**src/sv/far_pkg.sv**
```systemverilog
`timescale 1ns / 1ps
package far_pkg;
    localparam int OPW = 16;
    localparam int PW = 2 * OPW;
    localparam int MW = PW + 1;
    localparam int NUMW = 33;
    localparam int DENW = 32;
    localparam int CW = $clog2(MW + 1);

    localparam logic [1:0] ACT_ADD = 2'd0;
    localparam logic [1:0] ACT_SUB = 2'd1;
    localparam logic [1:0] ACT_MUL = 2'd2;
    localparam logic [1:0] ACT_DIV = 2'd3;

    typedef struct packed {
        logic        start;
        logic [MW-1:0] dividend;
        logic [MW-1:0] divisor;
    } t_div_req;
endpackage

```
**src/sv/far_if.sv**
```systemverilog
`timescale 1ns / 1ps
interface far_in_if;
    logic        valid;
    logic        ready;
    logic [1:0]  action;
    logic signed [15:0] num_a;
    logic signed [15:0] den_a;
    logic signed [15:0] num_b;
    logic signed [15:0] den_b;
    modport source (output valid, action, num_a, den_a, num_b, den_b, input ready);
    modport sink (input valid, action, num_a, den_a, num_b, den_b, output ready);
endinterface

interface far_out_if;
    logic        valid;
    logic        ready;
    logic signed [32:0] res_num;
    logic signed [31:0] res_den;
    logic        status;
    modport source (output valid, res_num, res_den, status, input ready);
    modport sink (input valid, res_num, res_den, status, output ready);
endinterface

```
**src/sv/far_div.sv**
```systemverilog
`timescale 1ns / 1ps
// Restoring divider for unsigned magnitudes, one quotient bit per cycle.
module far_div import far_pkg::*; (
    input  logic          i_clk,
    input  logic          i_rst_n,
    input  t_div_req      i_req,
    output logic          o_done,
    output logic [MW-1:0] o_quot,
    output logic [MW-1:0] o_rem
);
    logic [MW-1:0] r_q, r_r, r_d;
    logic [CW-1:0] r_cnt;
    logic          r_busy, r_done;
    logic [MW:0]   w_sh;
    logic [MW:0]   w_sub;

    assign w_sh  = {r_r, r_q[MW-1]};
    assign w_sub = w_sh - {1'b0, r_d};

    // Shift in one dividend bit and try subtraction.
    always_ff @(posedge i_clk) begin
        if (!i_rst_n) begin
            r_busy <= 1'b0;
            r_done <= 1'b0;
            r_cnt  <= '0;
        end else begin
            r_done <= 1'b0;
            if (i_req.start) begin
                r_busy <= 1'b1;
                r_q    <= i_req.dividend;
                r_d    <= i_req.divisor;
                r_r    <= '0;
                r_cnt  <= CW'(MW);
            end else if (r_busy) begin
                if (w_sub[MW]) begin
                    r_r <= w_sh[MW-1:0];
                    r_q <= {r_q[MW-2:0], 1'b0};
                end else begin
                    r_r <= w_sub[MW-1:0];
                    r_q <= {r_q[MW-2:0], 1'b1};
                end
                r_cnt <= r_cnt - 1'b1;
                if (r_cnt == CW'(1)) begin
                    r_busy <= 1'b0;
                    r_done <= 1'b1;
                end
            end
        end
    end

    assign o_done = r_done;
    assign o_quot = r_q;
    assign o_rem  = r_r;
endmodule

```
**src/sv/fraction_arith_reduce_core.sv**
```systemverilog
`timescale 1ns / 1ps
// Rational arithmetic with Euclid reduction.
// Input channel i_in carries an operation (add, subtract, multiply, divide)
// and two signed 16-bit fractions. Output channel o_out carries the reduced
// numerator (33 bits), denominator (32 bits) and a status bit that is set
// when both raw values are zero and no reduction was possible.
// One transaction is worked at a time; i_in.ready is high only when idle.
// After acceptance the products are formed on the single multiplier, with
// an extra step for add and subtract, then the Euclid remainder steps run and
// numerator and denominator are divided by the gcd. Each division starts the
// divider, takes 33 quotient bits and collects the result. When both raw
// values are zero the two final divisions are skipped. All divisions run
// through one shared restoring divider producing one bit per cycle, which
// sets the rate. The next transaction is taken only after the sequencer has
// returned to idle from the accepted result. The result is held in an
// output register until taken; a stalled receiver holds the block in done state.
// Reset is synchronous and active low and returns the sequencer to idle.
module fraction_arith_reduce_core import far_pkg::*; (
    input  logic i_clk,
    input  logic i_rst_n,
    far_in_if.sink    i_in,
    far_out_if.source o_out
);
    typedef enum logic [7:0] {
        S_IDLE = 8'b00000001,
        S_MUL1 = 8'b00000010,
        S_MUL2 = 8'b00000100,
        S_SUM  = 8'b00001000,
        S_EUC  = 8'b00010000,
        S_DIVN = 8'b00100000,
        S_DIVD = 8'b01000000,
        S_OUT  = 8'b10000000
    } t_state;

    t_state r_state;
    logic [1:0] r_act;
    logic r_nan, r_dan, r_nbn, r_dbn;
    logic [OPW-1:0] r_nam, r_dam, r_nbm, r_dbm;
    logic [MW-1:0] r_p1, r_nm, r_dm, r_a, r_b, r_gm;
    logic r_p1n, r_nn, r_dn, r_gn, r_odd, r_wait;
    logic [MW-1:0] r_qn;
    logic signed [32:0] r_rn;
    logic signed [31:0] r_rd;
    logic r_st;

    t_div_req w_req;
    logic w_done;
    logic [MW-1:0] w_q, w_r;
    logic [OPW-1:0] w_m1, w_m2;
    logic [PW-1:0] w_prod;

    function automatic logic [OPW-1:0] f_mag(input logic [OPW-1:0] v);
        f_mag = v[OPW-1] ? (~v + 1'b1) : v;
    endfunction

    // Operand selection for the single multiplier.
    always_comb begin
        w_m1 = r_nam;
        w_m2 = r_dbm;
        if (r_state == S_MUL1) begin
            if (r_act == ACT_MUL) w_m2 = r_nbm;
        end else if (r_state == S_MUL2 && (r_act == ACT_ADD || r_act == ACT_SUB)) begin
            w_m1 = r_nbm;
            w_m2 = r_dam;
        end else begin
            w_m1 = r_dam;
            w_m2 = (r_act == ACT_DIV) ? r_nbm : r_dbm;
        end
    end
    assign w_prod = w_m1 * w_m2;

    far_div u_div (
        .i_clk(i_clk), .i_rst_n(i_rst_n), .i_req(w_req),
        .o_done(w_done), .o_quot(w_q), .o_rem(w_r)
    );

    always_comb begin
        w_req.start = 1'b0;
        w_req.dividend = r_a;
        w_req.divisor = r_b;
        if (r_state == S_EUC && !r_wait && r_b != '0) w_req.start = 1'b1;
        if (r_state == S_DIVN && !r_wait) begin
            w_req.start = 1'b1;
            w_req.dividend = r_nm;
            w_req.divisor = r_gm;
        end
        if (r_state == S_DIVD && !r_wait) begin
            w_req.start = 1'b1;
            w_req.dividend = r_dm;
            w_req.divisor = r_gm;
        end
    end

    assign i_in.ready = (r_state == S_IDLE);
    assign o_out.valid = (r_state == S_OUT);
    assign o_out.res_num = r_rn;
    assign o_out.res_den = r_rd;
    assign o_out.status = r_st;

    // Sequencer.
    always_ff @(posedge i_clk) begin
        if (!i_rst_n) begin
            r_state <= S_IDLE;
            r_wait <= 1'b0;
        end else begin
            case (r_state)
                S_IDLE: begin
                    if (i_in.valid) begin
                        r_act <= i_in.action;
                        r_nan <= i_in.num_a[OPW-1]; r_nam <= f_mag(i_in.num_a);
                        r_dan <= i_in.den_a[OPW-1]; r_dam <= f_mag(i_in.den_a);
                        r_nbn <= i_in.num_b[OPW-1]; r_nbm <= f_mag(i_in.num_b);
                        r_dbn <= i_in.den_b[OPW-1]; r_dbm <= f_mag(i_in.den_b);
                        r_state <= S_MUL1;
                    end
                end
                S_MUL1: begin
                    r_p1 <= MW'(w_prod);
                    r_p1n <= (w_prod != '0) && (r_nan != ((r_act == ACT_MUL) ? r_nbn : r_dbn));
                    r_state <= S_MUL2;
                end
                S_MUL2: begin
                    if (r_act == ACT_MUL || r_act == ACT_DIV) begin
                        r_nm <= r_p1; r_nn <= r_p1n;
                        r_dm <= MW'(w_prod);
                        r_dn <= (w_prod != '0) &&
                                (r_dan != ((r_act == ACT_DIV) ? r_nbn : r_dbn));
                        r_state <= S_SUM;
                    end else begin
                        r_a <= MW'(w_prod);
                        r_gn <= (w_prod != '0) && ((r_nbn != r_dan) != (r_act == ACT_SUB));
                        r_state <= S_SUM;
                    end
                end
                S_SUM: begin
                    if (r_act == ACT_ADD || r_act == ACT_SUB) begin
                        // Combine the two cross products in sign-magnitude.
                        if (r_p1n == r_gn) begin
                            r_nm <= r_p1 + r_a; r_nn <= r_p1n && (r_p1 + r_a != '0);
                        end else if (r_p1 >= r_a) begin
                            r_nm <= r_p1 - r_a; r_nn <= r_p1n && (r_p1 != r_a);
                        end else begin
                            r_nm <= r_a - r_p1; r_nn <= r_gn;
                        end
                        r_dm <= MW'(w_prod);
                        r_dn <= (w_prod != '0) && (r_dan != r_dbn);
                        // The raw pair is ready next cycle; start Euclid then.
                        r_act <= ACT_MUL;
                    end else begin
                        r_a <= r_nm; r_b <= r_dm; r_odd <= 1'b0;
                        r_state <= S_EUC;
                    end
                end
                S_EUC: begin
                    if (!r_wait) begin
                        if (r_b == '0) begin
                            r_gm <= r_a;
                            r_gn <= (r_a != '0) && (r_odd ? r_dn : r_nn);
                            if (r_a == '0) begin
                                r_rn <= '0; r_rd <= '0; r_st <= 1'b1;
                                r_state <= S_OUT;
                            end else begin
                                r_state <= S_DIVN;
                            end
                        end else begin
                            r_wait <= 1'b1;
                        end
                    end else if (w_done) begin
                        r_a <= r_b; r_b <= w_r; r_odd <= ~r_odd;
                        r_wait <= 1'b0;
                    end
                end
                S_DIVN: begin
                    if (!r_wait) r_wait <= 1'b1;
                    else if (w_done) begin
                        r_qn <= w_q; r_wait <= 1'b0; r_state <= S_DIVD;
                    end
                end
                S_DIVD: begin
                    if (!r_wait) r_wait <= 1'b1;
                    else if (w_done) begin
                        r_rn <= (r_nn != r_gn) ? NUMW'(-r_qn) : NUMW'(r_qn);
                        r_rd <= (r_dn != r_gn) ? DENW'(-w_q) : DENW'(w_q);
                        r_st <= 1'b0; r_wait <= 1'b0; r_state <= S_OUT;
                    end
                end
                S_OUT: begin
                    if (o_out.ready) r_state <= S_IDLE;
                end
                default: r_state <= S_IDLE;
            endcase
        end
    end
endmodule

```
**src/flat_wrapper.sv**
```systemverilog
// flat-port wrapper written by rule: the top's interface ports become plain ports
module fraction_arith_reduce_core_flat import far_pkg::*;
  (i_clk, i_rst_n, i_in_valid, i_in_action, i_in_num_a, i_in_den_a, i_in_num_b, i_in_den_b, i_in_ready, o_out_valid, o_out_res_num, o_out_res_den, o_out_status, o_out_ready);
  far_in_if i_in_i ();
  far_out_if o_out_i ();
  input  logic i_clk;
  input  logic i_rst_n;
  input wire logic [$bits(i_in_i.valid)-1:0] i_in_valid;
  input wire logic [$bits(i_in_i.action)-1:0] i_in_action;
  input wire logic [$bits(i_in_i.num_a)-1:0] i_in_num_a;
  input wire logic [$bits(i_in_i.den_a)-1:0] i_in_den_a;
  input wire logic [$bits(i_in_i.num_b)-1:0] i_in_num_b;
  input wire logic [$bits(i_in_i.den_b)-1:0] i_in_den_b;
  output wire logic [$bits(i_in_i.ready)-1:0] i_in_ready;
  output wire logic [$bits(o_out_i.valid)-1:0] o_out_valid;
  output wire logic [$bits(o_out_i.res_num)-1:0] o_out_res_num;
  output wire logic [$bits(o_out_i.res_den)-1:0] o_out_res_den;
  output wire logic [$bits(o_out_i.status)-1:0] o_out_status;
  input wire logic [$bits(o_out_i.ready)-1:0] o_out_ready;
  assign i_in_i.valid = i_in_valid;
  assign i_in_i.action = i_in_action;
  assign i_in_i.num_a = i_in_num_a;
  assign i_in_i.den_a = i_in_den_a;
  assign i_in_i.num_b = i_in_num_b;
  assign i_in_i.den_b = i_in_den_b;
  assign i_in_ready = i_in_i.ready;
  assign o_out_valid = o_out_i.valid;
  assign o_out_res_num = o_out_i.res_num;
  assign o_out_res_den = o_out_i.res_den;
  assign o_out_status = o_out_i.status;
  assign o_out_i.ready = o_out_ready;
  fraction_arith_reduce_core u_core (.i_clk(i_clk), .i_rst_n(i_rst_n), .i_in(i_in_i), .o_out(o_out_i));
endmodule
```
**config.mk**
```make
export PLATFORM = sky130hd
export DESIGN_NAME = fraction_arith_reduce_core_flat
export DESIGN_NICKNAME = d
export VERILOG_FILES = /design/src/sv/far_pkg.sv /design/src/sv/far_if.sv /design/src/sv/far_div.sv /design/src/sv/fraction_arith_reduce_core.sv /design/src/flat_wrapper.sv
export SDC_FILE = /design/constraint.sdc
export NUM_CORES = 2
export LEC_CHECK = 0
export BUFFER_PORTS_ARGS = -buffer_cell sky130_fd_sc_hd__buf_4
export CAP_MARGIN = 15
export CELL_PAD_IN_SITES_DETAIL_PLACEMENT = 0
export CELL_PAD_IN_SITES_GLOBAL_PLACEMENT = 1
export CORE_MARGIN = 2
export CORE_UTILIZATION = 50
export CTS_BUF_LIST = sky130_fd_sc_hd__clkbuf_16
export DETAILED_ROUTE_END_ITERATION = 10
export PLACE_DENSITY_LB_ADDON = 0.1
export SLEW_MARGIN = 20
export SYNTH_ARGS = -nofsm -noshare
export SYNTH_HDL_FRONTEND = slang
export SYNTH_HIERARCHICAL = 1
export SYNTH_SLANG_ARGS = --single-unit
```
**constraint.sdc**
```tcl
create_clock -name i_clk -period 34.5 [get_ports i_clk]
set_input_delay 0 -clock i_clk [delete_from_list [all_inputs] [get_ports i_clk]]
set_output_delay 0 -clock i_clk [all_outputs]
set_load 0.02 [all_outputs]
```
==> results.ini <==
[clocking]
cts_tree=built
max-clock-path-buffers=3
htreeDepth=2
clk_latency_ns=0.63
cts_sinks=486
clockRootBuffer=clkbuf_16
path_clk_slew_ns=0.06
cts_resized=0
cts_buffers=55

[logic_synthesis]
yosysWarnings=6
synth_flop_cell=edfxtp_1
syn_nets=4657
ys_seq_area_frac=0.366
async_flop_share=0
netlist_area_sq_um=39500
synth_cell_types=102
ys_ff_latch=486
synth-edff-count=469
avgSynthCellArea_sq_um=9.51
syn_inst=4148

[setup_path]
cp_max_fo=47
cp_common_cell=fa_1
critPathMaxStageDelay_ns=0.84
slowest_stage=a21oi_1
cp-end-kind=register
cp_data_arrival_time_ns=10.28
required_ns=34.98
start_kind=register
critPathKind=reg2reg

[outcome]
status=finished clean

[timing]
slew-limit-headroom=0.246
setup_viol=0
fin_crit_ns=9.80
period_share=0.284
rsz0062_at_grt=false
hold_violations=0
fmax_mhz=102
fin_tns_setup_ns=0
tightest_slew_ns=1.12
maxSlewViolCount=0
fin_skew_ns=0.0319

[die]
die_h_microns=285
io-pin-count=138
core_region_area_sq_um=78600
die_x_microns=285
rows=103
die-area_sq_um=81200
initial_core_util=0.502

[global_routing]
grt_overflow=0
grt_usage=0.315
grt_pass1_wl_microns=195000
grt_pass1_vias=31300
grt_antenna_before_repair=4
grt_max_degree=77

[job]
cap_violations=0

[cells_and_area]
drive_gt1_frac=0.0958
insertedDiodeCount=0
fillCellCount=7080
multiInputGateArea_sq_um=22800
seq_area_sq_um=14400
syn_to_final_growth_pct=12.2
finish.instance_area_sq_um=44300
final_net_count=4820

[detailed_routing]
first_pass_iters=5
vias_per_cell=5.93
wl_microns=130000
antenna_left=0
dr.first_iter.drc_count=2792
drc=0
wire_per_inst_microns=24.1
vias=32100

[place]
portBuffers=137
dp_hpwl_microns=102000
place.gp.congestion=0.982
dpl-instance-area_sq_um=41500

[worst_hold_path]
hold_path_class=in2reg

==> critical path: cells and delay by family, from the launching register on <==
kind | cells | cell delay, ns
flip-flops | 1 | 0.35
AND/OR/NAND/NOR | 9 | 2.96
AO/OA/AOI/OAI | 7 | 2.00
adder cells (fa/ha/maj) | 7 | 3.27
XOR/XNOR | 1 | 0.63
buffers and inverters | 4 | 0.42
==> Yosys cell counts, types with 36 or more instances <==
cell type,count,share of area
nor3_1,67,0.0085
o31ai_1,44,0.0084
edfxtp_1,469,0.36
mux2i_1,113,0.029
nand2b_1,40,0.0063
buf_2,44,0.0056
o21ai_0,215,0.027
nor2b_1,40,0.0063
nor2_1,354,0.034
a22oi_1,36,0.0068
clkbuf_1,121,0.012
fa_1,198,0.10
nand2_1,549,0.052
a21o_1,49,0.0093
nand4_1,48,0.0076
nor4_1,50,0.0079
or3_1,45,0.0071
xor2_1,62,0.014
xnor2_1,148,0.033
a21oi_1,249,0.032
mux2_2,73,0.021
ha_1,241,0.076
inv_1,391,0.037
nand3_1,42,0.0053
==> layout make-up <==
type                    instances  area share
multi-input cells            3074       0.515
inverters                     395      0.0335
flip-flops and latches        486       0.326
clock buffers                  55      0.0311
repair buffers                299      0.0568
well taps                    1050      0.0297
clock inverters                43     0.00805
==> per-layer routing <==
| layer | GRT usage | share of wire |
|---|---|---|
| met5 | 0 | 0.000077 |
| met4 | 0.147 | 0.053 |
| met3 | 0.0359 | 0.059 |
| met2 | 0.530 | 0.48 |
| met1 | 0.409 | 0.41 |
==> cells in the final DEF (no fill, tap or decap), types with 37 or more instances in the layout <==
master	n
or3_1	45
mux2i_1	113
nor3_1	65
xor2_1	60
fa_1	198
ha_1	241
nand2b_1	40
a21oi_1	247
nand2_1	549
nor2_1	349
xnor2_1	146
edfxtp_1	469
dlygate4sd3_1	108
a21o_1	49
inv_1	401
nand3_1	42
clkbuf_16	55
o21ai_0	213
buf_4	191
o31ai_1	44
mux2_2	73
nor4_1	49
nor2b_1	37
nand4_1	48
==> worst paths after layout <==
check / end / slack, ns / depth (start not counted) / startpoint
worst min-delay path: u_core/r_dbm[0]$_DFFE_PP_ / 0.15 / 2 / i_in_den_b[0]
worst max-delay path: u_core/r_gn$_DFFE_PP_ / 24.70 / 28 / u_core/r_state[6]$_SDFFE_PN0P_
worst min register to register: u_core/u_div/r_cnt[1]$_SDFFE_PP0P_ / 0.49 / 2 / u_core/u_div/r_cnt[1]$_SDFFE_PP0P_
worst max register to register: u_core/r_gn$_DFFE_PP_ / 24.70 / 28 / u_core/r_state[6]$_SDFFE_PN0P_
==> through the flow <==
| stage | utilization | setup WS [ns] | cells | hold WS [ns] |
|---|---|---|---|---|
| floorplan | - | 21.47 | 4148 | 0.0989 |
| finish | 0.563 | 24.70 | 5402 | 0.150 |
| global placement | 0.527 | 24.71 | 5196 | 0.223 |
| CTS | 0.563 | 24.82 | 5402 | 0.106 |
| global route | 0.563 | 24.05 | 5402 | 0.132 |
| detailed placement | 0.527 | 24.81 | 5196 | 0.226 |
==> what timing repair did <==
item | in CTS | in global routing
hold buffers | 108 | 0
setup buffers | 0 | 0
endpoints found under the hold margin | 98 | 0
endpoints found under the setup margin | 0 | 0
==> cells by family (layout without fill, tap and decap cells) <==
kind of cell               count (synthesis)  after routing  share of synthesized area
muxes                                    187            187                     0.0498
and+or+nand+nor                         1368           1368                      0.161
xor gates and xnor gates                 210            210                     0.0466
AOI/OAI and AO/OA                        870            870                      0.141
DFF                                      486            486                      0.366
buffers and inverters                    588            792                     0.0592
adders and majority gates                439            439                      0.177
Power is not shown: default switching activity piles up to over one toggle a cycle in this logic, so the estimate is an artifact.
